**src/rtl/trs_pkg.sv**
```systemverilog
`default_nettype none
package trs_pkg;

  localparam int MAX_HITS = 512;
  localparam int ADDR_W   = $clog2(MAX_HITS);
  localparam int CNT_W    = $clog2(MAX_HITS + 1);
  localparam int POS_W    = 14;
  localparam int DIFF_W   = POS_W + 1;
  localparam int TIME_W   = 20;
  localparam int RES_W    = 21;
  localparam int SUM_W    = RES_W + ADDR_W + 1;
  localparam int MUL_W    = 22;
  localparam int PROD_W   = 2 * MUL_W;
  localparam int ACC_W    = 2 * MUL_W - 1 + ADDR_W;
  localparam int D2_W     = 30;
  localparam int DIST_W   = 15;
  localparam int TOF_W    = 13;
  localparam int RAD_W    = ACC_W + (ACC_W % 2);
  localparam int ROOT_W   = RAD_W / 2;
  localparam int REM_W    = ROOT_W + 3;
  localparam int IT_W     = $clog2(ROOT_W + 1);
  localparam int DC_W     = $clog2(ACC_W + 1);
  localparam int CFG_W    = 2;

  // round(2^16 * 4 / 21.5833): 1/16 cm to 1/64 ns
  localparam logic [13:0] TOF_K = 14'd12146;

  typedef enum logic [CFG_W-1:0] {
    REG_VX = 2'd0,
    REG_VY = 2'd1,
    REG_VZ = 2'd2
  } cfg_reg_e;

  typedef enum logic [11:0] {
    S_IDLE  = 12'b0000_0000_0001,
    S_SQ    = 12'b0000_0000_0010,
    S_DSQRT = 12'b0000_0000_0100,
    S_TOF   = 12'b0000_0000_1000,
    S_STORE = 12'b0000_0001_0000,
    S_DIV   = 12'b0000_0010_0000,
    S_RD    = 12'b0000_0100_0000,
    S_MUL   = 12'b0000_1000_0000,
    S_ACC   = 12'b0001_0000_0000,
    S_VDIV  = 12'b0010_0000_0000,
    S_VSQRT = 12'b0100_0000_0000,
    S_OUT   = 12'b1000_0000_0000
  } st_e;

  typedef struct packed {
    logic            start;
    logic [IT_W-1:0] iters;
  } sqrt_ctl_t;

endpackage
`default_nettype wire

```
**src/rtl/trs_sqrt.sv**
```systemverilog
`default_nettype none
module trs_sqrt (
  input  wire logic                      clk_i,
  input  wire logic                      rst_ni,
  input  wire trs_pkg::sqrt_ctl_t        ctl_i,
  input  wire logic [trs_pkg::RAD_W-1:0] rad_i,
  output logic                           done_o,
  output logic [trs_pkg::ROOT_W-1:0]     root_o
);
  import trs_pkg::*;

  logic [RAD_W-1:0]  rad_q;
  logic [REM_W-1:0]  rem_q;
  logic [ROOT_W-1:0] root_q;
  logic [IT_W-1:0]   cnt_q;
  logic              busy_q;
  logic              done_q;
  logic [REM_W-1:0]  rem_sh;
  logic [REM_W-1:0]  trial;
  logic              ge;

  always_comb begin
    rem_sh = {rem_q[REM_W-3:0], rad_q[RAD_W-1 -: 2]};
    trial  = {1'b0, root_q, 2'b01};
    ge     = rem_sh >= trial;
  end

  always_ff @(posedge clk_i or negedge rst_ni) begin
    if (!rst_ni) begin
      busy_q <= 1'b0;
      done_q <= 1'b0;
      cnt_q  <= '0;
      rad_q  <= '0;
      rem_q  <= '0;
      root_q <= '0;
    end else if (ctl_i.start) begin
      rad_q  <= rad_i;
      rem_q  <= '0;
      root_q <= '0;
      cnt_q  <= ctl_i.iters;
      busy_q <= 1'b1;
      done_q <= 1'b0;
    end else if (busy_q) begin
      rad_q  <= {rad_q[RAD_W-3:0], 2'b00};
      rem_q  <= ge ? rem_sh - trial : rem_sh;
      root_q <= {root_q[ROOT_W-2:0], ge};
      cnt_q  <= cnt_q - IT_W'(1);
      if (cnt_q == IT_W'(1)) begin
        busy_q <= 1'b0;
        done_q <= 1'b1;
      end
    end else begin
      done_q <= 1'b0;
    end
  end

  assign done_o = done_q;
  assign root_o = root_q;

`ifndef SYNTHESIS
  a_no_restart: assert property (@(posedge clk_i) disable iff (!rst_ni)
    ctl_i.start |-> !busy_q)
    else $error("sqrt restarted while busy");
  a_done_ends_busy: assert property (@(posedge clk_i) disable iff (!rst_ni)
    busy_q && cnt_q == IT_W'(1) && !ctl_i.start |=> done_o && !busy_q)
    else $error("sqrt did not finish");
`endif
endmodule
`default_nettype wire
```
**config.mk**
```make
export PLATFORM = sky130hd
export DESIGN_NAME = trs_sqrt
export DESIGN_NICKNAME = d
export VERILOG_FILES = /design/src/rtl/trs_pkg.sv /design/src/rtl/trs_sqrt.sv
export SDC_FILE = /design/constraint.sdc
export NUM_CORES = 1
export LEC_CHECK = 0
export ABC_CLOCK_PERIOD_IN_PS = 2600
export BUFFER_PORTS_ARGS = -buffer_cell sky130_fd_sc_hd__buf_2
export CAP_MARGIN = 20
export CORE_MARGIN = 8
export CORE_UTILIZATION = 54
export CTS_BUF_LIST = sky130_fd_sc_hd__clkbuf_4
export DETAILED_ROUTE_END_ITERATION = 10
export PLACE_DENSITY = 0.82
export SLEW_MARGIN = 0
export SYNTH_ARGS = -nofsm -noshare
export SYNTH_HDL_FRONTEND = slang
export SYNTH_SLANG_ARGS = --single-unit
```
**constraint.sdc**
```tcl
create_clock -name clk_i -period 2.6 [get_ports clk_i]
set_input_delay 0.52 -clock clk_i [delete_from_list [all_inputs] [get_ports clk_i]]
set_output_delay 0.52 -clock clk_i [all_outputs]
set_load 0.01 [all_outputs]
```
-- Word-level counts from Yosys, hierarchy flattened
Index checks and enable logic that the tools add are counted.
- multiplexer cells: 15
- eq/ne operators: 2
- reduce and logical (&&, ||, !) cells: 1
- order comparisons: 1
- add/sub/neg operators: 2
- operator list (operator ; number):
    52-bit two-way mux ; 2
    27-bit two-way mux ; 3
    26-bit two-way mux ; 2
    29-bit by 28-bit >= comparator with 1-bit output ; 1
    27-bit subtractor ; 1
    5-bit two-way mux ; 2
    1-bit two-way mux ; 6
    5-bit by 1-bit == test with 1-bit output, second input constant ; 1
    5-bit by 1-bit subtractor with 5-bit output, second input constant ; 1
    3-bit by 2-bit != test with 1-bit output, second input constant ; 1
    2-bit nonzero test ; 1
- output and inout port bits: 27
- logic and storage cells: 27
- input port bits: 60
- register bits after elaboration: 112

-- Depth between registers and ports, before layout
Gate-level depths: netlist of run 1.
- depth after elaboration: 4
- mapped depth: 13

-- Least setup slack after synthesis of run 1
Ideal clock, no wire load.
- path type: reg-to-reg
- start point: register root_q[9] (netlist: root_o[9])
- end point: register rem_q[26]
- data arrival time: 2716 ps
- buffers on the path: 1
- library setup time: 66 ps
- data required time: 2534 ps
- period minus slack after synthesis: 2781 ps
- path slack: -181 ps
- stages on the path, launching flop included: 12
- path through: dfrtp_1 inv_1 ha_1 nand3_2 or4_1 o21a_1 o21ai_2 o32ai_2 or2_1 buf_2 or4_1 nand2_1
- longest elaborated chain between the ends: 4
- elaborated cells on any way between the ends: 5
- those cells by class: 1 x add/sub; 1 x order compare; 3 x mux
- ends and longest elaborated chain (what ; line ; text):
    start: declaration ; trs_sqrt.sv:14 ; logic [ROOT_W-1:0] root_q;
    start signal: assignment ; trs_sqrt.sv:46 ; root_q <= {root_q[ROOT_W-2:0], ge};
    27-bit subtractor / 29-bit by 28-bit >= comparator with 1-bit output (equally long branches) ; trs_sqrt.sv:45, trs_sqrt.sv:25 ;
    27-bit two-way mux (*) ; trs_sqrt.sv:45 ; rem_q <= ge ? rem_sh - trial : rem_sh;
    27-bit two-way mux (*) ; trs_sqrt.sv:43 ; end else if (busy_q) begin
    27-bit two-way mux (*) ; trs_sqrt.sv:36 ; end else if (ctl_i.start) begin
    end signal: assignment ; trs_sqrt.sv:45 ;
    end: declaration ; trs_sqrt.sv:13 ; logic [REM_W-1:0] rem_q;
Mark *: on every way between the ends. The rest lies on a longest branch, timed or not. The select of a mux whose other input is x is not followed.
A chain may end at the register's enable or synchronous reset.

-- Worst setup path in the final report of run 1
- start point: register root_q[3] (netlist: root_o[3])
- end point: register rem_q[11]
The elaborated chain is that of the path after synthesis.

==> results of run 1 <==
-- how the worst min path moves through the flow --
stage	cells past startpoint	slack [ns]	start	endpoint
after CTS	3	0.18	rad_i[21]	rad_q[21]
after floorplan	0	0.22	rst_ni	busy_q
final	3	0.20	rad_i[21]	rad_q[21]
after global placement	1	0.47	rst_ni	rem_q[11]
after detailed placement	1	0.48	rst_ni	rem_q[11]
after global routing	3	0.19	rad_i[44]	rad_q[44]
-- power by group --
group / total, uW / internal (uW) / switching (uW)
sequential: 2230 / 2010 / 221
combinational: 5670 / 2830 / 2840
clock: 976 / 318 / 658
total: 8870 / 5160 / 3720
-- state kept, by name (all words and copies together), names as in the netlist --
name / cells
rad_q: 52
rem_q: 27
root_o: 26
cnt_q: 5
busy_q: 1
done_o: 1
-- tightest hold or removal path: cells and delay by family --
kind	cells	cell delay [ns]
AOI/OAI and AO/OA	1	0.06
and+or+nand+nor	1	0.04
buffers and inverters	1	0.07
-- layer usage --
metal	vias up	global-route usage
met4	0	0.09097
met5	-	0
li1	2865	-
met3	41	0.03687
met1	2869	0.2844
met2	191	0.3789
-- cells in the mapped netlist, types with 4 or more instances --
cell type	instances
nand2_1	92
a211oi_1	20
or4_1	4
a21o_1	7
nand2b_1	4
xnor2_1	18
a21oi_1	32
nor2b_1	5
o21a_1	6
xor2_1	7
nor3_1	10
o21ai_0	66
nor2_1	59
inv_1	34
dfrtp_1	112
ha_1	30
a311oi_1	8
nor3b_1	5
buf_2	4
clkbuf_1	32
mux2i_1	88
nand4_1	4
o21bai_1	5
o211ai_1	5
-- cells by family after synthesis --
family	after synthesis
AO/OA/AOI/OAI	173
flip-flops	112
AND/OR/NAND/NOR	209
adder cells (fa/ha/maj)	30
XOR/XNOR	25
buffers and inverters	73
multiplexers	89
-- through the flow --
step / instances / total power (uW) / util / setup TNS [ns] / hold WS [ns]
floorplan: 711 / 5478 / - / -0.6782 / 0.2244
global placement: 1006 / 6828 / 0.6699 / -2.416 / 0.4747
detailed placement: 1006 / 7005 / 0.6699 / -4.814 / 0.4842
CTS: 1032 / 8289 / 0.6972 / -0.7863 / 0.1845
global route: 1038 / 9378 / 0.7105 / -6.006 / 0.1884
finish: 1038 / 8872 / 0.7105 / -3.175 / 0.2040
-- what timing repair did --
action	in CTS	in global routing
pin swaps	19	19
buffers inserted	9	6
hold buffers	1	0
endpoints found under the setup margin	28	28
endpoints found under the hold margin	25	0
gates resized for setup	16	25
-- layout make-up --
| class | instances | area, um^2 | area share |
|---|---|---|---|
| Timing Repair Buffer | 203 | 1388 | 0.1633 |
| Multi-Input combinational cell | 526 | 3840 | 0.4519 |
| Clock inverter | 7 | 85.08 | 0.01001 |
| Sequential cell | 112 | 2806 | 0.3302 |
| Inverter | 34 | 127.6 | 0.01502 |
| Tap cell | 147 | 183.9 | 0.02164 |
| Clock buffer | 9 | 67.56 | 0.007951 |
==> out/metrics.cfg, run 1 <==
[clock_tree]
clockBufferDepth=2
cts_buffers=9
path_clk_slew_ns=0.19
root_buffer=clkbuf_4
cts_tree=done
clk_latency_ns=0.51
clock-sinks=112
h-tree-depth=3

[floorplanning]
core_area_mm2=0.01196
start_util=0.5529
die_area_mm2=0.01605
ioPinCount=87
row_count=40
dieWidth_um=126.7
die_y_um=126.7

[setup_path]
r2r_cells=12
cp.depth=12
critPathTopFamily=simple AND/OR/NAND/NOR gates
crit_chain=inv_1 -> ha_4 -> nand4_1 -> or4_4 -> o21a_1 -> o21ai_2 -> o32ai_4 -> buf_6 -> nor2_4 -> buf_6 -> mux2i_2 -> a211oi_2
crit_start=root_o[3]
slowest_delay_ns=0.55
startpoint_type=flip-flop
endpoint_kind=flip-flop
cp_max_fo=7
r2r_setup_slack_ns=-0.22
cpMaxStageDelayCell=or4_4
worst-path-buf-inv=3
cp.arrival_ns=3.19
crit_required_ns=2.97
crit_type=flip-flop to flip-flop
critPathCapture=rem_q[11]
r2r-end=rem_q[11]
r2r-start=root_o[3]
cpMostUsedCell=buf_6

[power_and_ir_drop]
p_leak_uw=0.004500
ir_drop_mv=0.9434
powerDensity_mw_per_mm2=1044

[synthesis]
synthFlopType=dfrtp_1
synth_compound_area_frac=0.1648
synth_top_cell_by_area=dfrtp_1
synth_nets=801
synthSimpleGateAreaFrac=0.1440
ys_seq_area_frac=0.4238
synth_xor_area_frac=0.03311
synth.area.top_cells=dfrtp_1 (42%), mux2i_1 (13%), ha_1 (5.7%)
async_reset_ff_frac=1.000
synth.area.mux_share=0.1349
synth_edf_count=0
synthCells=711
synth_warnings=0
synth.distinct_cells=58
syn-cell-area_mm2=0.006614
ys_ff_latch=112
synth_top_area_share=0.4238
synth_top_family_by_area=compound AO/OA/AOI/OAI gates
synthAdderAreaFrac=0.05675
avgSynthCellArea_um2=9.302

[sta]
worstMarginPinSlew_ns=0.6303
clock.fmax_mhz=355.2
post-route-min-period_ns=2.815
hold_violations=0
period_share=1.083
slew_headroom=0.5798
rsz0062_at_grt=yes
slew_violations=0
finalSetupViolations=28
clock_skew_ns=0.01788
worst_slack_ns=-0.2154

[cells_and_area]
diodes=0
final_nets=976
area_growth_syn_to_layout_pct=28.49
fillers=888
drive_gt1_frac=0.3075
mostFrequentLayoutCell=dfrtp_1
final_cell_area_mm2=0.008498
layout_common_cells=dfrtp_1 (111), buf_4 (107), nand2_1 (91), mux2i_1 (85), buf_2 (84)

[drt]
wirelength_mm=18.26
highest_layer=met4
drtPass1Iterations=7
drc=0
ant_nets=0
via_per_inst=5.748
met3_length_um=778
vias=5966
dr_wl_met2_mm=9.024
wl_per_cell_um=17.60
wl_met1_mm=8.015
drtIter0Drc=469

[place]
io_buffers=86
place_area_mm2=0.008013
place_congestion=0.9514
hpwl_mm=12.73
pre_cts_slack_ns=-0.2427

[run_status]
status=finished, violations left
violations=setup timing

[global_route]
grtUsageTotal=0.2256
grt_overflow=0
antenna_found_initial=0
grt_pass1_vias=6025
grt_max_degree=80
grt_pass1_wl_mm=29.70

[hold_path]
hp-class=primary input to flip-flop

[flow_run]
max_cap_violations=0

Note: power is estimated with default switching activity, not from simulation.
==> run 2, diff against run 1 <==
CTS_BUF_LIST = sky130_fd_sc_hd__clkbuf_4 sky130_fd_sc_hd__clkbuf_8   (was sky130_fd_sc_hd__clkbuf_4)
SETUP_SLACK_MARGIN = 0.5   (was default)
==> out/metrics.cfg, run 2 (synthesis gave the netlist of run 1 again) <==
[run_status]
status=finished, violations left  ; unchanged
violations=setup timing  ; unchanged

[power_and_ir_drop]
power.total_uw=9690  ; was 8872 uW
p_leak_uw=0.004559  ; was 0.004500 uW
ir_drop_mv=0.6633  ; was 0.9434 mV
powerDensity_mw_per_mm2=1115  ; was 1044 mW/mm^2

[clock_tree]
clk_latency_ns=0.42  ; was 0.51 ns
path_clk_slew_ns=0.12  ; was 0.19 ns
clockBufferDepth=2  ; unchanged
h-tree-depth=3  ; unchanged
clock-sinks=112  ; unchanged
cts_tree=done  ; unchanged
cts_buffers=9  ; unchanged
root_buffer=clkbuf_8  ; was clkbuf_4

[setup_path]
cp_max_fo=8  ; was 7
endpoint_kind=flip-flop  ; unchanged
cpMaxStageDelayCell=or4_1  ; was or4_4
startpoint_type=flip-flop  ; unchanged
cp.arrival_ns=3.03  ; was 3.19 ns
worst-path-buf-inv=2  ; was 3
crit_required_ns=2.87  ; was 2.97 ns
crit_type=flip-flop to flip-flop  ; unchanged
cpMostUsedCell=a211oi_2  ; was buf_6
slowest_delay_ns=0.54  ; was 0.55 ns
critPathTopFamily=simple AND/OR/NAND/NOR gates  ; unchanged
crit_chain=ha_4 -> nand4_1 -> or4_1 -> o21a_1 -> o21ai_2 -> a211oi_2 -> buf_4 -> nor2_4 -> buf_12 -> mux2i_4 -> a211oi_2  ; was inv_1 -> ha_4 -> nand4_1 -> or4_4 -> o21a_1 -> o21ai_2 -> o32ai_4 -> buf_6 -> nor2_4 -> buf_6 -> mux2i_2 -> a211oi_2

[cells_and_area]
diodes=0  ; unchanged
drive_gt1_frac=0.3345  ; was 0.3075
postLayoutCoreUtil=0.7266  ; was 0.7105
final_nets=979  ; was 976
top_register=rad_q  ; unchanged
fillers=828  ; was 888
mostFrequentLayoutCell=dfrtp_1  ; unchanged
largest_reg_flops=52  ; unchanged
layout_common_cells=dfrtp_1 (111), buf_4 (110), nand2_1 (86), buf_2 (84), mux2i_1 (83)  ; was dfrtp_1 (111), buf_4 (107), nand2_1 (91), mux2i_1 (85), buf_2 (84)
area_growth_syn_to_layout_pct=31.40  ; was 28.49%

[drt]
drtPass1Iterations=5  ; was 7
drtIter0Drc=518  ; was 469
drc=0  ; unchanged
vias=6033  ; was 5966
via_per_inst=5.795  ; was 5.748
wl_per_cell_um=17.58  ; was 17.60 um
wirelength_mm=18.30  ; was 18.26 mm
ant_nets=0  ; unchanged

[sta]
slew_violations=0  ; unchanged
slew_headroom=0.5840  ; was 0.5798
finalSetupViolations=27  ; was 28
clock_skew_ns=0.02094  ; was 0.01788 ns
worst_slack_ns=-0.1675  ; was -0.2154 ns
clock.fmax_mhz=361.3  ; was 355.2 MHz
setup_tns_ns=-2.925  ; was -3.175 ns
post-route-min-period_ns=2.767  ; was 2.815 ns
period_share=1.064  ; was 1.083
whs_ns=0.06176  ; was 0.2040 ns
hold_violations=0  ; unchanged
rsz0062_at_grt=yes  ; unchanged
worstMarginPinSlew_ns=0.6239  ; was 0.6303 ns

[global_route]
grt_overflow=0  ; unchanged
grt_pass1_vias=6198  ; was 6025
antenna_found_initial=0  ; unchanged
grt_pass1_wl_mm=30.04  ; was 29.70 mm
grt_max_degree=71  ; was 80
grtUsageTotal=0.2285  ; was 0.2256

[floorplanning]
core_area_mm2=0.01196  ; unchanged
die_y_um=126.7  ; unchanged
die_area_mm2=0.01605  ; unchanged
row_count=40  ; unchanged
ioPinCount=87  ; unchanged
start_util=0.5529  ; unchanged
dieWidth_um=126.7  ; unchanged

[flow_run]
max_cap_violations=0  ; unchanged

[place]
place_congestion=0.9434  ; was 0.9514
hpwl_mm=12.37  ; was 12.73 mm
io_buffers=86  ; unchanged

[hold_path]
hp-class=primary input to asynchronous set/reset pin  ; was primary input to flip-flop

## run 2: cell types whose count changed in the layout (fill, tap and decap cells not counted), moves of 5 or more
cell / previous run / this run
a311oi_1: 8 / 3
a311oi_2: 0 / 5
clkbuf_4: 9 / 0
clkbuf_8: 0 / 9
nand2_1: 91 / 86
## run 2: routing by layer
metal / up-vias / track usage / wire [um]
met2: 195 / 0.3934 / 9245
met5: - / 0 / 0
met1: 2936 / 0.2737 / 7509
met3: 45 / 0.05362 / 1066
met4: 0 / 0.08258 / 480
li1: 2857 / - / -
## run 2: what timing repair did
action                                 in CTS  in global routing
pin swaps                                  36                 10
gates resized for setup                    45                 25
buffers inserted                           11                  5
hold buffers                                0                  0
setup endpoints to repair                  28                 31
endpoints found under the hold margin       0                  0
## run 2: final cells by class
cell class / instances / area (um^2) / area share
Multi-Input combinational cell: 526 / 3963 / 0.4559
Sequential cell: 112 / 2806 / 0.3229
Timing Repair Buffer: 206 / 1399 / 0.1610
Clock buffer: 9 / 123.9 / 0.01425
Tap cell: 147 / 183.9 / 0.02116
Inverter: 34 / 127.6 / 0.01468
Clock inverter: 7 / 87.58 / 0.01008
## run 2: final timing paths
kind | startpoint | endpoint | slack [ns] | depth (start not counted)
hold / removal | rst_ni | busy_q | 0.06 | 1
setup / recovery | rem_q[6] | rem_q[3] | -0.17 | 11
max in group asynchronous | rst_ni | root_o[1] | 1.86 | 2
min in group clk_i | rad_i[23] | rad_q[23] | 0.30 | 3
setup reg to reg | rem_q[6] | rem_q[3] | -0.17 | 11
hold reg to reg | rem_q[25] | rem_q[25] | 0.54 | 2
## run 2: power by group
part	internal [uW]	switching [uW]	total (uW)	leakage (uW)
clock network	469	666	1130	0.000102
logic	3210	3120	6330	0.00302
registers	2010	218	2230	0.00143
total	5680	4010	9690	0.00456
## run 2: metrics by stage
stage | setup WS [ns] | cell area [um^2] | instances
after floorplan | -0.1161 | 6774 | 711
after global placement | -0.1101 | 8010 | 1009
after detailed placement | -0.1575 | 8010 | 1009
after CTS | -0.09394 | 8526 | 1036
after global routing | -0.2284 | 8691 | 1041
final | -0.1675 | 8691 | 1041
